--- src/design/pdd_pkg.sv ---
// Shared types, register codes and fixed-point helpers for the pixel deprojection block.
`default_nettype none

package pdd_pkg;

    // Q4.28 fraction bits and the output fraction bits.
    localparam int QFRAC    = 28;
    localparam int OUT_FRAC = 8;
    localparam int OUT_SHR  = QFRAC - OUT_FRAC;

    // One in Q4.28.
    localparam logic signed [31:0] Q_ONE = 32'sh1000_0000;

    // Reset value of a reciprocal focal length (1.0 in Q2.30).
    localparam logic [31:0] INV_FOCAL_RESET = 32'h4000_0000;

    // Register indexes on the configuration port.
    localparam logic [2:0] REG_PP  = 3'd0;
    localparam logic [2:0] REG_IFX = 3'd1;
    localparam logic [2:0] REG_IFY = 3'd2;
    localparam logic [2:0] REG_K1  = 3'd3;
    localparam logic [2:0] REG_K2  = 3'd4;
    localparam logic [2:0] REG_P1  = 3'd5;
    localparam logic [2:0] REG_P2  = 3'd6;
    localparam logic [2:0] REG_K3  = 3'd7;

    // Camera model as seen by the datapath.
    typedef struct packed {
        logic [15:0]        cx;
        logic [15:0]        cy;
        logic [31:0]        ifx;
        logic [31:0]        ify;
        logic signed [31:0] k1;
        logic signed [31:0] k2;
        logic signed [31:0] p1;
        logic signed [31:0] p2;
        logic signed [31:0] k3;
    } t_cfg;

    // A clipped Q4.28 value and whether clipping happened.
    typedef struct packed {
        logic               sat;
        logic signed [31:0] val;
    } t_q;

    // One finished point.
    typedef struct packed {
        logic signed [31:0] px;
        logic signed [31:0] py;
        logic [15:0]        z;
        logic               sat;
    } t_res;

    // Clip a wide signed value to the signed 32-bit range.
    function automatic t_q clip48(input logic signed [47:0] v);
        t_q q;
        q.sat = (v[47:31] != {17{v[31]}});
        if (q.sat) begin
            q.val = v[47] ? 32'sh8000_0000 : 32'sh7FFF_FFFF;
        end else begin
            q.val = v[31:0];
        end
        return q;
    endfunction

    // Round a Q8.56 product back to Q4.28 (half up) and clip.
    function automatic t_q qmul_rnd(input logic signed [63:0] p);
        logic signed [64:0] t;
        t = {p[63], p} + (65'sd1 <<< (QFRAC - 1));
        return clip48({{11{t[64]}}, t[64:QFRAC]});
    endfunction

    // Round the normalization product from 34 to 28 fraction bits and clip.
    function automatic t_q norm_rnd(input logic signed [50:0] p);
        logic signed [51:0] t;
        t = {p[50], p} + 52'sd32;
        return clip48({{2{t[51]}}, t[51:6]});
    endfunction

    // Round depth times a Q4.28 value to 8 fraction bits and clip.
    function automatic t_q out_rnd(input logic signed [48:0] p);
        logic signed [49:0] t;
        t = {p[48], p} + (50'sd1 <<< (OUT_SHR - 1));
        return clip48({{18{t[49]}}, t[49:OUT_SHR]});
    endfunction

endpackage

`default_nettype wire

--- src/design/pdd_skid.sv ---
// Output register with a skid entry, giving a registered ready to the pipeline.
`default_nettype none

module pdd_skid (
    input  wire logic            i_clk,
    input  wire logic            i_rst_n,
    input  wire logic            i_valid,
    output logic                 o_ready,
    input  wire pdd_pkg::t_res   i_data,
    output logic                 o_valid,
    input  wire logic            i_ready,
    output pdd_pkg::t_res        o_data
);

    logic          r_main_vld;
    logic          r_skid_vld;
    pdd_pkg::t_res r_main;
    pdd_pkg::t_res r_skid;
    logic          push;
    logic          take;

    assign o_ready = !r_skid_vld;
    assign push    = i_valid && !r_skid_vld;
    assign take    = r_main_vld && i_ready;

    // Occupancy: the skid entry fills only when the main entry is held.
    always_ff @(posedge i_clk) begin
        if (!i_rst_n) begin
            r_main_vld <= 1'b0;
            r_skid_vld <= 1'b0;
        end else if (take || !r_main_vld) begin
            if (r_skid_vld) begin
                r_main_vld <= 1'b1;
                r_skid_vld <= 1'b0;
            end else begin
                r_main_vld <= push;
            end
        end else if (push) begin
            r_skid_vld <= 1'b1;
        end
    end

    // Payload follows the same choices.
    always_ff @(posedge i_clk) begin
        if (take || !r_main_vld) begin
            if (r_skid_vld) begin
                r_main <= r_skid;
            end else if (push) begin
                r_main <= i_data;
            end
        end else if (push) begin
            r_skid <= i_data;
        end
    end

    assign o_valid = r_main_vld;
    assign o_data  = r_main;

endmodule

`default_nettype wire

--- config.mk ---
export PLATFORM = sky130hd
export DESIGN_NAME = pdd_skid
export DESIGN_NICKNAME = d
export VERILOG_FILES = /design/src/design/pdd_pkg.sv /design/src/design/pdd_skid.sv
export SDC_FILE = /design/constraint.sdc
export NUM_CORES = 1
export LEC_CHECK = 0
export BUFFER_PORTS_ARGS = -buffer_cell sky130_fd_sc_hd__buf_4
export CAP_MARGIN = 25
export CORE_UTILIZATION = 40
export DETAILED_ROUTE_END_ITERATION = 8
export PLACE_DENSITY = 0.63
export SLEW_MARGIN = 10
export SYNTH_ARGS = -nofsm -noshare
export SYNTH_HDL_FRONTEND = slang
export SYNTH_SLANG_ARGS = --single-unit
--- constraint.sdc ---
create_clock -name i_clk -period 7.6 [get_ports i_clk]
set_clock_uncertainty 0.05 [all_clocks]
set_input_delay 1.14 -clock i_clk [delete_from_list [all_inputs] [get_ports i_clk]]
set_output_delay 1.14 -clock i_clk [all_outputs]
set_load 0.03 [all_outputs]
==> results of run 1 <==
-- worst min path at each step --
stage / endpoint / from / depth (start not counted) / slack (ns)
after floorplan: o_data[69] / r_skid[69] / 1 / 0.46
after global placement: o_data[75] / r_skid[75] / 1 / 0.47
after detailed placement: o_data[13] / r_skid[13] / 1 / 0.48
after CTS: o_data[74] / r_skid[74] / 1 / 0.50
after global routing: o_data[24] / r_skid[24] / 1 / 0.50
final: o_data[74] / r_skid[74] / 1 / 0.49
-- state kept, by name (all words and copies together) (netlist names) --
signal,flops
o_data,81
r_skid,81
o_valid,1
r_skid_vld,1
-- synth_stat cells (all sizes together) --
library cell | instances | share of area
nor3b | 2 | 0.0024
nor2b | 1 | 0.0010
mux2 | 81 | 0.18
inv | 1 | 0.00061
dfxtp | 2 | 0.0065
edfxtp | 162 | 0.79
nor2 | 1 | 0.00061
buf | 9 | 0.014
nand2b | 1 | 0.0010
a21boi | 1 | 0.0012
-- stage by stage --
step / setup slack (ns) / instances / hold WS [ns] / total power [uW] / utilization
final: 4.62 / 640 / 0.491 / 2190 / 0.559
after global routing: 4.47 / 640 / 0.504 / 2260 / 0.559
after CTS: 4.57 / 639 / 0.497 / 2210 / 0.557
after detailed placement: 4.17 / 607 / 0.482 / 1280 / 0.514
after global placement: 4.19 / 607 / 0.465 / 1280 / 0.514
after floorplan: 2.13 / 261 / 0.458 / 1190 / -
-- final cells by class --
class,instances,share of cell area
Sequential cell,164,0.595
Timing Repair Buffer,172,0.159
Multi-Input combinational cell,87,0.140
Clock buffer,18,0.0520
Tap cell,184,0.0279
Clock inverter,14,0.0253
Inverter,1,0.000455
-- power by group through the flow --
stage	logic [uW]	registers [uW]	clock network [uW]
after floorplan	52.4	1140	0
after global placement	205	1080	0
after detailed placement	209	1080	0
after CTS	209	1060	944
after global routing	217	1060	979
final	206	1060	924
-- cell families (layout without fill, tap and decap cells) --
| logic type | count (synthesis) | after routing | synth area share |
|---|---|---|---|
| compound gates | 1 | 1 | 0.00122 |
| buf+inv | 10 | 205 | 0.0151 |
| flops | 164 | 164 | 0.799 |
| mux | 81 | 81 | 0.179 |
| simple gates | 5 | 5 | 0.00510 |
-- routing by layer --
| layer | vias to the layer above | part of all wire |
|---|---|---|
| li1 | 1406 | - |
| met3 | 9 | 0.074 |
| met1 | 1504 | 0.45 |
| met5 | - | 0 |
| met4 | 0 | 0.013 |
| met2 | 109 | 0.46 |
==> run summary, run 1 <==
Switching power total = 466 uW
Global routing's busiest layer = met2
Syn_nets = 346
Hold Vio Cnt, Final = 0
Clock root buffer = clkbuf_16
Power Density = 265 nW/um^2
Crit start category = input pin
Peak supply drop = 0.173 mV
Leakage = 0.00316 uW
GPL Wtd Cong = 0.712
# setup viols final = 0
Max-slew violation count = 0
Post-synthesis cell type count = 13
R2r setup slk = 4.92 ns
Met1 track utilization from global routing = 0.184
Seq pwr share = 0.483
GR Overflow Total = 0
Worst slew pin tran = 0.945 ns
Diodes inserted = 0
Delay-heaviest family, CP = simple AND/OR/NAND/NOR gates
Post-route ant nets = 0
Hold Path Class = reg2reg
Post-synthesis sequential area ratio = 0.799
GR Util All Layers = 0.143
Worst R2R Path Depth = 3
TritonCTS clock tree = done
Crit path DAT = 2.97 ns
Yosys warns = 0
Minimum clock period = 2.98 ns
H-tree depth = 4
CP max stage delay = 0.82 ns
Drt first pass iters = 4
Clock Sinks = 164
Post-cts sizing count = 0
Mean Syn Cell Area = 23.5 um^2
Area of the multi-input gates = 1160 um^2
Layout cell share with drive strength beyond 1 = 0.607
CP max stage cell = nor2b_4
RSZ-0062 raised after global routing = no
Comb power frac = 0.094
Fmax = 0.336 GHz
DP Area = 7580 um^2
Cell Area, Synth = 6140 um^2
Synth Register Bits = 164
Status = completed
Sw frac = 0.213
Met2 usage = 0.213
Crit path to = o_data[14]
M3 GR Usage = 0.0595
DIE HEIGHT = 126 um
WP buf/inv = 2
Most Frequent Cell on Critical Path = buf_4
Seq. cell area = 4910 um^2
Dpl hpwl = 7.00 mm
Commonest non-fill, non-tap cell in the layout = buf_4
Clk_lat worst skew = 0.41 ns
TritonCTS Buffers = 17
Final setup TNS = 0 ns
Reg-to-Reg End = o_data[14]
P&R area growth vs syn = 34.4%
Drt total wl = 11.0 mm
Via count = 3,028
1st-iter DRT viols = 215
Mapped Cells = 261
DRC errors left = 0
Vias in the first global route = 3,031
Critical path capture point type = register
Fill count = 1,164
First-pass GRT wire length = 16.7 mm
CP cell instances = buf_4 > nand2b_1 > nor2b_4 > buf_4
MaxCap Viol Count = 0
Antenna violations before repair = 0
Setup crit start = i_ready
CP required = 7.59 ns
Max_slew headroom = 0.369
Reg-to-reg startpoint = r_skid_vld
Die W = 126 um
Most frequent cells in the layout = 171 x buf_4, 162 x edfxtp_1, 50 x mux2_4
Buffers on Ports = 167
Row count = 44
Initial Utilization = 0.416
Final Cell Area = 8250 um^2
Clock power share = 0.422
Die area = 15,800 um^2
Net count, final = 528
CTS max path bufs = 2
Drt via density = 4.73
Hold-fix buffers, CTS = 0
Peak fanout along the critical path = 49
IO Count = 168
WL per Instance = 17.2 um
Clock-pin slew on the worst setup and hold paths = 0.06 ns
Crit path depth = 4
Crit Path Class = in2reg
Final Cycle Share = 0.392
Pint = 1720 uW
Core ar. = 14,800 um^2
Postcts setup bufs = 0
Largest net degree at the start of global routing = 63
No activity file was read; power rests on OpenSTA's default activity.
==> run 2: changes to the inputs <==
Clock period 7.6 ns to 2.7 ns, I/O delays scaled along.
==> run summary, run 2 (synthesis results as in run 1) <==
Clock Sinks = 164 (unchanged)
DIE HEIGHT = 126 um (unchanged)
Dpl hpwl = 7.24 mm (+3.4%)
Clk_lat worst skew = 0.42 ns (about the same)
TritonCTS clock tree = done
Cell Count Post-Placement = 609 (+0.33%)
Post-cts sizing count = 0 (unchanged)
Core ar. = 14,800 um^2 (unchanged)
Hold Vio Cnt, Final = 0 (unchanged)
Critical path capture point type = output pin
Most frequent cells in the layout = 172 x buf_4, 162 x edfxtp_1, 50 x mux2_4
Peak fanout along the critical path = 41 (-16%)
# setup viols final = 0 (unchanged)
Final std cells w/o fill = 640 (unchanged)
Clock-pin slew on the worst setup and hold paths = 0.06 ns (about the same)
Crit start category = register
Largest net degree at the start of global routing = 61 (-3.2%)
Initial Utilization = 0.416 (unchanged)
Minimum clock period = 2.09 ns
1st-iter DRT viols = 178 (-17%)
GR Overflow Total = 0 (unchanged)
Buffers on Ports = 167 (unchanged)
CP required = 2.25 ns (-5.34 ns)
Die W = 126 um (unchanged)
Worst hold stages = 1 (unchanged)
Final Cycle Share = 0.776
Antenna violations before repair = 0 (unchanged)
Power Density = 730 nW/um^2 (+180%)
Diodes inserted = 0 (unchanged)
DRC errors left = 0 (unchanged)
Clock root buffer = clkbuf_16
WL per Instance = 17.0 um (-0.82%)
Postcts setup bufs = 0 (unchanged)
TritonCTS Buffers = 17 (unchanged)
Die area = 15,800 um^2 (unchanged)
Finished Core Util = 0.557 (-0.00221)
Leakage = 0.00315 uW (-0.22%)
Drt first pass iters = 4 (unchanged)
First-pass GRT wire length = 16.5 mm (-1.5%)
RSZ-0062 raised after global routing = no
Via count = 3,026 (-0.066%)
Max-slew violation count = 0 (unchanged)
Crit path DAT = 1.64 ns (-1.33 ns)
CTS max path bufs = 2 (unchanged)
Vias in the first global route = 3,031 (unchanged)
Status = completed
R2r setup slk = 1.02 ns (-3.90 ns)
H-tree depth = 4 (unchanged)
CP max stage delay = 0.55 ns (-0.27 ns)
Drt via density = 4.73 (about the same)
Max_slew headroom = 0.532 (+0.163)
Fmax = 0.478 GHz
Hold Path Class = in2reg
Commonest non-fill, non-tap cell in the layout = buf_4
Hold-fix buffers, CTS = 0 (unchanged)
Net count, final = 529 (+0.19%)
Row count = 44 (unchanged)
Layout cell share with drive strength beyond 1 = 0.610 (+0.00219)
CP max stage cell = buf_4
Crit Path Class = reg2out
GPL Wtd Cong = 0.700 (-1.7%)
Worst slew pin tran = 0.702 ns (-0.243 ns)
Post-route ant nets = 0 (unchanged)
IO Count = 168 (unchanged)
Most Frequent Cell on Critical Path = buf_4
GR Util All Layers = 0.143 (-0.000322)
Drt total wl = 10.9 mm (-0.82%)
CP cell instances = buf_4 > inv_1 > buf_4
Peak supply drop = 0.410 mV (+140%)
Pwr Total = 6000 uW (+170%)
Worst R2R Path Depth = 2 (-1)
P&R area growth vs syn = 33.9%
MaxCap Viol Count = 0 (unchanged)
Worst hold margin = 0.117 ns (-0.373 ns)
run 2: final timing paths:
kind / from / endpoint
max: r_skid_vld / o_ready
min: i_data[75] / r_skid[75]
max reg2reg: r_skid_vld / o_data[8]
min reg2reg: o_valid / r_skid_vld
run 2: final cells by class:
| class | instances | area [um^2] |
|---|---|---|
| Sequential cell | 164 | 4910 |
| Inverter | 1 | 3.75 |
| Timing Repair Buffer | 173 | 1310 |
| Clock buffer | 20 | 437 |
| Multi-Input combinational cell | 87 | 1160 |
| Clock inverter | 11 | 160 |
| Tap cell | 184 | 230 |
| Fill cell | 1159 | 6540 |
run 2: report_power, final:
part / switching, uW / internal, uW
clock: 911 / 1530
combinational: 317 / 269
sequential: 33.1 / 2940
total: 1260 / 4740
run 2: through the flow:
step	TNS (ns)	setup slack (ns)	cell area, um^2
global placement	0	1.00	7620
detailed placement	0	0.977	7620
global route	0	0.532	8220
CTS	0	0.564	8220
floorplan	-37.42	-0.462	6170
finish	0	0.606	8220
run 2: worst max-delay path: cells and delay by family (launching register included):
kind / cells / cell delay (ns)
buffers and inverters: 3 / 0.84
flip-flops: 1 / 0.37
run 2: layer usage:
layer  part of all wire  global-route usage  vias to the layer above
li1                   -                   -                     1410
met1               0.41               0.168                     1480
met2               0.48               0.223                      118
met3              0.090              0.0620                       18
met4              0.020              0.0744                        0
met5                  0                   0                        -
