## config.mk

```make
export PLATFORM = sky130hd
export DESIGN_NAME = pdd_regs
export DESIGN_NICKNAME = d
export VERILOG_FILES = /design/src/design/pdd_pkg.sv /design/src/design/pdd_regs.sv
export SDC_FILE = /design/constraint.sdc
export NUM_CORES = 1
export LEC_CHECK = 0
export BUFFER_PORTS_ARGS = -buffer_cell sky130_fd_sc_hd__buf_2
export CORE_MARGIN = 4
export CORE_UTILIZATION = 52
export DETAILED_ROUTE_END_ITERATION = 12
export PLACE_DENSITY = 0.8
export SYNTH_ARGS = -nofsm -noshare
export SYNTH_HDL_FRONTEND = slang
export SYNTH_SLANG_ARGS = --single-unit
```

## constraint.sdc

```tcl
create_clock -name i_clk -period 6.1 [get_ports i_clk]
set_input_delay 1.83 -clock i_clk [delete_from_list [all_inputs] [get_ports i_clk]]
set_output_delay 1.83 -clock i_clk [all_outputs]
set_load 0.005 [all_outputs]
```

## src/design/pdd_pkg.sv

```systemverilog
// Shared types, register codes and fixed-point helpers for the pixel deprojection block.
`default_nettype none

package pdd_pkg;

    // Q4.28 fraction bits and the output fraction bits.
    localparam int QFRAC    = 28;
    localparam int OUT_FRAC = 8;
    localparam int OUT_SHR  = QFRAC - OUT_FRAC;

    // One in Q4.28.
    localparam logic signed [31:0] Q_ONE = 32'sh1000_0000;

    // Reset value of a reciprocal focal length (1.0 in Q2.30).
    localparam logic [31:0] INV_FOCAL_RESET = 32'h4000_0000;

    // Register indexes on the configuration port.
    localparam logic [2:0] REG_PP  = 3'd0;
    localparam logic [2:0] REG_IFX = 3'd1;
    localparam logic [2:0] REG_IFY = 3'd2;
    localparam logic [2:0] REG_K1  = 3'd3;
    localparam logic [2:0] REG_K2  = 3'd4;
    localparam logic [2:0] REG_P1  = 3'd5;
    localparam logic [2:0] REG_P2  = 3'd6;
    localparam logic [2:0] REG_K3  = 3'd7;

    // Camera model as seen by the datapath.
    typedef struct packed {
        logic [15:0]        cx;
        logic [15:0]        cy;
        logic [31:0]        ifx;
        logic [31:0]        ify;
        logic signed [31:0] k1;
        logic signed [31:0] k2;
        logic signed [31:0] p1;
        logic signed [31:0] p2;
        logic signed [31:0] k3;
    } t_cfg;

    // A clipped Q4.28 value and whether clipping happened.
    typedef struct packed {
        logic               sat;
        logic signed [31:0] val;
    } t_q;

    // One finished point.
    typedef struct packed {
        logic signed [31:0] px;
        logic signed [31:0] py;
        logic [15:0]        z;
        logic               sat;
    } t_res;

    // Clip a wide signed value to the signed 32-bit range.
    function automatic t_q clip48(input logic signed [47:0] v);
        t_q q;
        q.sat = (v[47:31] != {17{v[31]}});
        if (q.sat) begin
            q.val = v[47] ? 32'sh8000_0000 : 32'sh7FFF_FFFF;
        end else begin
            q.val = v[31:0];
        end
        return q;
    endfunction

    // Round a Q8.56 product back to Q4.28 (half up) and clip.
    function automatic t_q qmul_rnd(input logic signed [63:0] p);
        logic signed [64:0] t;
        t = {p[63], p} + (65'sd1 <<< (QFRAC - 1));
        return clip48({{11{t[64]}}, t[64:QFRAC]});
    endfunction

    // Round the normalization product from 34 to 28 fraction bits and clip.
    function automatic t_q norm_rnd(input logic signed [50:0] p);
        logic signed [51:0] t;
        t = {p[50], p} + 52'sd32;
        return clip48({{2{t[51]}}, t[51:6]});
    endfunction

    // Round depth times a Q4.28 value to 8 fraction bits and clip.
    function automatic t_q out_rnd(input logic signed [48:0] p);
        logic signed [49:0] t;
        t = {p[48], p} + (50'sd1 <<< (OUT_SHR - 1));
        return clip48({{18{t[49]}}, t[49:OUT_SHR]});
    endfunction

endpackage

`default_nettype wire

```

## src/design/pdd_regs.sv

```systemverilog
// Configuration register file with its APB-style access port.
`default_nettype none

module pdd_regs (
    input  wire logic          i_clk,
    input  wire logic          i_rst_n,
    input  wire logic          psel,
    input  wire logic          penable,
    input  wire logic          pwrite,
    input  wire logic [4:0]    paddr,
    input  wire logic [31:0]   pwdata,
    output logic [31:0]        prdata,
    output pdd_pkg::t_cfg      o_cfg
);

    logic [31:0] r_pp;
    logic [31:0] r_ifx;
    logic [31:0] r_ify;
    logic [31:0] r_k1;
    logic [31:0] r_k2;
    logic [31:0] r_p1;
    logic [31:0] r_p2;
    logic [31:0] r_k3;
    logic        wr_en;
    logic [2:0]  idx;

    assign wr_en = psel && penable && pwrite;
    assign idx   = paddr[4:2];

    // Register writes on the access cycle of a write transfer.
    always_ff @(posedge i_clk) begin
        if (!i_rst_n) begin
            r_pp  <= '0;
            r_ifx <= pdd_pkg::INV_FOCAL_RESET;
            r_ify <= pdd_pkg::INV_FOCAL_RESET;
            r_k1  <= '0;
            r_k2  <= '0;
            r_p1  <= '0;
            r_p2  <= '0;
            r_k3  <= '0;
        end else if (wr_en) begin
            unique case (idx)
                pdd_pkg::REG_PP:  r_pp  <= pwdata;
                pdd_pkg::REG_IFX: r_ifx <= pwdata;
                pdd_pkg::REG_IFY: r_ify <= pwdata;
                pdd_pkg::REG_K1:  r_k1  <= pwdata;
                pdd_pkg::REG_K2:  r_k2  <= pwdata;
                pdd_pkg::REG_P1:  r_p1  <= pwdata;
                pdd_pkg::REG_P2:  r_p2  <= pwdata;
                pdd_pkg::REG_K3:  r_k3  <= pwdata;
                default: ;
            endcase
        end
    end

    // Read mux.
    always_comb begin
        unique case (idx)
            pdd_pkg::REG_PP:  prdata = r_pp;
            pdd_pkg::REG_IFX: prdata = r_ifx;
            pdd_pkg::REG_IFY: prdata = r_ify;
            pdd_pkg::REG_K1:  prdata = r_k1;
            pdd_pkg::REG_K2:  prdata = r_k2;
            pdd_pkg::REG_P1:  prdata = r_p1;
            pdd_pkg::REG_P2:  prdata = r_p2;
            pdd_pkg::REG_K3:  prdata = r_k3;
            default:          prdata = '0;
        endcase
    end

    // Fields as the datapath uses them.
    always_comb begin
        o_cfg.cx  = r_pp[15:0];
        o_cfg.cy  = r_pp[31:16];
        o_cfg.ifx = r_ifx;
        o_cfg.ify = r_ify;
        o_cfg.k1  = $signed(r_k1);
        o_cfg.k2  = $signed(r_k2);
        o_cfg.p1  = $signed(r_p1);
        o_cfg.p2  = $signed(r_p2);
        o_cfg.k3  = $signed(r_k3);
    end

endmodule

`default_nettype wire

```

==> reports/metrics.cfg, run 1 <==
[run_status]
status=finished clean

[clock_tree]
clk_latency_ns=0.53
postCtsSetupRepairBufs=0
cts_buffer_depth=3
cts.repair.resized=0
cts_hold_buf=0
cts_sinks=256
clkTransAtPathRegs_ns=0.06
cts_root_buffer=clkbuf_16
htreeDepth=1
numCtsBuffers=27
tritoncts=yes

[route]
avgRoutedWirePerCell_um=21.3
num_vias=11600
wl_um=42200
first_iter_violations=1081
ant_nets=0
via_per_inst=5.87
post-route-drc-count=0
firstDrtPassIters=5

[pwr]
p_per_area_nw_per_um2=263
power.leakage_nw=5.98
ir_worst_vdd_uv=243

[synthesis]
synth-seq-area-share_pct=43.3
ys.flop_type=dfxtp_1
ys_ff_latch=256
post_synth.cell_area_avg_um2=8.07
syn-num-nets=1508
ys_async_sr_fraction_pct=0
yosys_warnings=0
synth_edf_count=0
ys_types=35
syn_area_um2=11800
postSynthCellCount=1466

[die]
dieArea_um2=25200
fp.dieW_um=159
ioPinCount=330
dieHeight_um=159
coreArea_um2=22100
placement_rows=54
start_util_pct=53.5

[timing]
finalHoldViolCount=0
relSlewSlack_pct=20.0
finClkSkew_ns=0
fin_setup_tns_ns=0
clock.fmax_mhz=177
period_needed_ns=5.64
slew_viol_final=0
worst_pin_slew_ns=1.20
finalSetupViolCount=0
rsz0062_at_grt=no
post-route-period-util_pct=92.4

[critical_path]
critical_path.max_fanout=33
max_stage_delay_ns=0.83
end_kind=output port
cp.required_ns=4.27
critPathBufInv=2
path_cells=buf_4, nand2b_1, nor2_4, a221oi_1, nor2_1, buf_2
path_class=input pin to output port
critical_path_arrival_ns=3.81
slowest_stage=nor2_4
critPathLaunchType=input pin
crit_family=simple AND/OR/NAND/NOR gates

[finish]
layout-drive-gt1-share_pct=25.7
final_common_cell=nand2_1
finalCoreUtilization_pct=64.4
area_delta_synth_final_pct=20.2
final_nets=1724
fillCellCount=1921
mostFrequentLayoutCells=nand2_1, buf_2, dfxtp_1

[placement]
gp_congestion=0.861
dp_hpwl_um=25700
io_buffers=327

[global_routing]
grt_start_max_net_pins=148
track_usage_pct=31.7
grt_pass1_vias=11200
grt_pass1_wl_um=64900
grt-ovfl-total=0
antenna_found_initial=1

[min_path]
min_path_type=register to register

[job]
cap_violations=0

synthesized netlist by cell type (2+ instances only):
cell type | instances | area, um^2
a22o_1 | 31 | 272
buf_2 | 65 | 325
or3_1 | 3 | 18.8
a21boi_1 | 148 | 1110
or2_2 | 3 | 18.8
mux2i_1 | 34 | 340
nor2b_1 | 4 | 25.0
o22a_1 | 2 | 17.5
clkbuf_1 | 55 | 206
inv_1 | 30 | 113
buf_4 | 31 | 233
nand2_1 | 514 | 1930
a211oi_1 | 2 | 15.0
nor2_2 | 2 | 12.5
a221oi_1 | 56 | 490
a32oi_1 | 2 | 17.5
nor2_1 | 66 | 248
mux2_2 | 28 | 315
a21oi_1 | 5 | 25.0
nand2b_1 | 6 | 37.5
nor3_2 | 2 | 20.0
a21boi_0 | 106 | 796
dfxtp_1 | 256 | 5120
o22ai_1 | 2 | 12.5
or2_1 | 3 | 18.8
cell type report:
| type | instances | area, um^2 | area share [%] |
|---|---|---|---|
| Clock inverter | 15 | 211 | 1.49 |
| Sequential cell | 256 | 5120 | 36.0 |
| Tap cell | 280 | 350 | 2.46 |
| Antenna cell | 1 | 2.50 | 0.0176 |
| Multi-Input combinational cell | 1027 | 5880 | 41.4 |
| Timing Repair Buffer | 340 | 1770 | 12.5 |
| Inverter | 30 | 113 | 0.792 |
| Clock buffer | 35 | 766 | 5.38 |
where the power goes:
part | total [mW] | internal [mW] | switching, mW
combinational | 0.249 | 0.0908 | 0.159
sequential | 1.69 | 1.68 | 0.0101
clock | 1.79 | 1.10 | 0.695
total | 3.73 | 2.87 | 0.863
path summary, 6_finish.rpt:
check | from | endpoint | slack [ns] | cells past startpoint
hold / removal | r_pp[7] | r_pp[7] | 0.46 | 2
setup / recovery | paddr[4] | prdata[31] | 0.46 | 6
hold reg to reg | r_pp[7] | r_pp[7] | 0.46 | 2
setup reg to reg | r_ifx[20] | r_ifx[20] | 5.34 | 2
per-stage QoR:
step / total power [mW] / hold slack [ns] / instances / cell area (um^2) / worst slack (ns)
floorplan: 1.89 / 0.461 / 1466 / 11800 / 1.34
global placement: 1.97 / 0.451 / 1933 / 13200 / 0.599
detailed placement: 1.97 / 0.455 / 1933 / 13200 / 0.585
CTS: 3.74 / 0.465 / 1983 / 14200 / 0.557
global route: 3.85 / 0.486 / 1984 / 14200 / 0.368
finish: 3.73 / 0.463 / 1984 / 14200 / 0.464
logic make-up after synthesis:
| logic type | synth area share [%] |
|---|---|
| simple gates | 20.0 |
| compound gates | 23.6 |
| flops | 43.3 |
| buf+inv | 7.54 |
| mux | 5.54 |
tightest hold or removal path: stages, from the launching register on:
cell	delay, ns
dfxtp_1	0.31
nand2_1	0.05
a21boi_1	0.05
registers in the layout (all words and copies together), names as in the netlist:
name,flops
r_p2,32
r_p1,32
r_ify,32
r_k2,32
r_k3,32
r_pp,32
r_k1,32
r_ifx,32
layer usage:
metal	wire length (um)	vias to the layer above	track usage, %
li1	-	5291	-
met1	16000	5565	38.6
met2	20500	684	54.5
met3	4380	108	7.75
met4	1330	0	11.8
met5	0	-	0
(Power assumes the default switching activity.)
==> run 2, diff against run 1 <==
CORE_UTILIZATION = 48   (was 52)
PLACE_DENSITY = 0.77   (was 0.8)
clock period = 4.7 ns   (was 6.1 ns; I/O delays follow)
==> run 2 against run 1 <==
- worst setup slack worse by 0.35 ns
- sequential power up 30%
- hold slack better by 0.00091 ns
- cell area up 2.0%
- highest routed layer unchanged
==> reports/metrics.cfg, run 2 (synthesized netlist as in run 1, its figures left out) <==
[clock_tree]
cts_root_buffer=clkbuf_16  ; unchanged
cts_buffer_depth=3  ; unchanged
htreeDepth=1  ; unchanged
clkTransAtPathRegs_ns=0.06  ; about the same
postCtsSetupRepairBufs=0  ; unchanged
tritoncts=yes  ; unchanged
clk_latency_ns=0.54  ; was 0.53 ns
numCtsBuffers=28  ; was 27
cts_hold_buf=0  ; unchanged
cts_sinks=256  ; unchanged
cts.repair.resized=0  ; unchanged

[critical_path]
worstSetupEndpoint=prdata[7]  ; was prdata[31]
cp.required_ns=3.29  ; was 4.27 ns
critical_path.max_fanout=27  ; was 33
reg2regPathDepth=2  ; unchanged
r2r_end=r_k3[8]  ; was r_ifx[20]
crit_path_start=paddr[3]  ; was paddr[4]
r2r-start=r_k3[8]  ; was r_ifx[20]
critical_path_arrival_ns=3.18  ; was 3.81 ns
critPathLaunchType=input pin  ; unchanged
end_kind=output port  ; unchanged
rrSetupSlack_ns=3.91  ; was 5.34 ns
path_class=input pin to output port  ; unchanged

[finish]
layout-drive-gt1-share_pct=26.1  ; was 25.7%
multi_input_area_um2=5880  ; unchanged
area_delta_synth_final_pct=22.7  ; was 20.2%
final_nets=1744  ; was 1724
mostFrequentLayoutCells=nand2_1, buf_2, dfxtp_1  ; unchanged
fillCellCount=2179  ; was 1921
final_common_cell=nand2_1  ; unchanged
regArea_um2=5120  ; unchanged

[timing]
fin_setup_tns_ns=0  ; unchanged
worst_pin_slew_ns=1.03  ; was 1.20 ns
finClkSkew_ns=0  ; unchanged
relSlewSlack_pct=30.9  ; was 20.0%
finalSetupViolCount=0  ; unchanged
rsz0062_at_grt=no  ; unchanged
slew_viol_final=0  ; unchanged
period_needed_ns=4.59
clock.fmax_mhz=218
post-route-period-util_pct=97.6
hold_ws_ns=0.464  ; was 0.463 ns
finalHoldViolCount=0  ; unchanged

[global_routing]
grt_start_max_net_pins=136  ; was 148
grt_pass1_vias=11000  ; was 11200
use_met2_pct=50.6  ; was 54.5%
grt_use_met3_pct=7.64  ; was 7.75%
track_usage_pct=30.2  ; was 31.7%
use_met1_pct=37.2  ; was 38.6%
grt-ovfl-total=0  ; unchanged
grt_pass1_wl_um=64000  ; was 64900 um
busiest_layer=met2  ; unchanged
antenna_found_initial=1  ; unchanged

[min_path]
worstHoldStart=r_pp[7]  ; unchanged
min_path_type=register to register  ; unchanged

[placement]
io_buffers=327  ; unchanged
gp_congestion=0.929  ; was 0.861
dp_hpwl_um=28000  ; was 25700 um

[die]
ioPinCount=330  ; unchanged
coreArea_um2=24200  ; was 22100 um^2
fp.dieW_um=165  ; was 159 um
start_util_pct=48.8  ; was 53.5%
placement_rows=57  ; was 54
dieArea_um2=27200  ; was 25200 um^2
dieHeight_um=165  ; was 159 um

[route]
via_per_inst=5.63  ; was 5.87
firstDrtPassIters=7  ; was 5
num_vias=11500  ; was 11600
ant_nets=0  ; unchanged
post-route-drc-count=0  ; unchanged
first_iter_violations=1002  ; was 1081
wl_um=43000  ; was 42200 um
avgRoutedWirePerCell_um=21.0  ; was 21.3 um

[pwr]
finalPower_mw=4.80  ; was 3.73 mW
p_per_area_nw_per_um2=331  ; was 263 nW/um^2
power.leakage_nw=6.10  ; was 5.98 nW
ir_worst_vdd_uv=325  ; was 243 uV

[run_status]
status=finished clean  ; unchanged

[job]
cap_violations=0  ; unchanged

-- run 2: cell types whose count changed in the layout (fill, tap and decap cells not counted) --
| cell | change |
|---|---|
| clkbuf_8 | -1 |
| clkbuf_16 | +2 |
| bufinv_16 | -2 |
| clkbuf_1 | +8 |
| clkinv_2 | -2 |
| buf_12 | +10 |
| clkinvlp_4 | -3 |
| inv_6 | -1 |
| buf_4 | +9 |
-- run 2: critical path: stages --
cell      delay (ns)
buf_4           0.45
buf_12          0.24
mux2_2          0.34
a22o_1          0.20
a221oi_1        0.30
nor2_1          0.08
buf_2           0.13
-- run 2: worst min path at each step --
stage | end | slack, ns | cells after the start
finish | r_pp[7] | 0.46 | 2
global route | r_k3[10] | 0.49 | 2
global placement | r_k1[13] | 0.45 | 2
CTS | r_k3[14] | 0.46 | 2
floorplan | r_k1[13] | 0.46 | 2
detailed placement | r_pp[18] | 0.46 | 2
-- run 2: through the flow --
stage          instances  setup slack [ns]  utilization, %  instance area, um^2
6_report            2048             0.112            59.8                14500
5_1_grt             2048            0.0682            59.8                14500
4_1_cts             2047             0.155            59.8                14500
3_5_place_dp        1996             0.166            55.9                13600
3_3_place_gp        1996             0.188            55.9                13600
2_1_floorplan       1466             0.778               -                11800
-- run 2: final cells by class --
| type | count | area share [%] |
|---|---|---|
| clock inverters | 7 | 0.759 |
| flip-flops and latches | 256 | 35.3 |
| clock buffers | 44 | 5.73 |
| multi-input cells | 1027 | 40.5 |
| inverters | 30 | 0.776 |
| diodes | 1 | 0.0172 |
| well taps | 324 | 2.79 |
| repair buffers | 359 | 14.1 |
-- run 2: report_power, final --
| part | internal (mW) | switching, mW | total, mW |
|---|---|---|---|
| Clock | 1.37 | 0.886 | 2.26 |
| Combinational | 0.129 | 0.213 | 0.342 |
| Sequential | 2.19 | 0.0133 | 2.20 |
| Total | 3.69 | 1.11 | 4.80 |
-- run 2: per-layer routing --
| layer | up-vias | wire length, um |
|---|---|---|
| li1 | 5337 | - |
| met1 | 5478 | 16800 |
| met2 | 614 | 20100 |
| met3 | 111 | 4510 |
| met4 | 0 | 1620 |
| met5 | - | 0 |
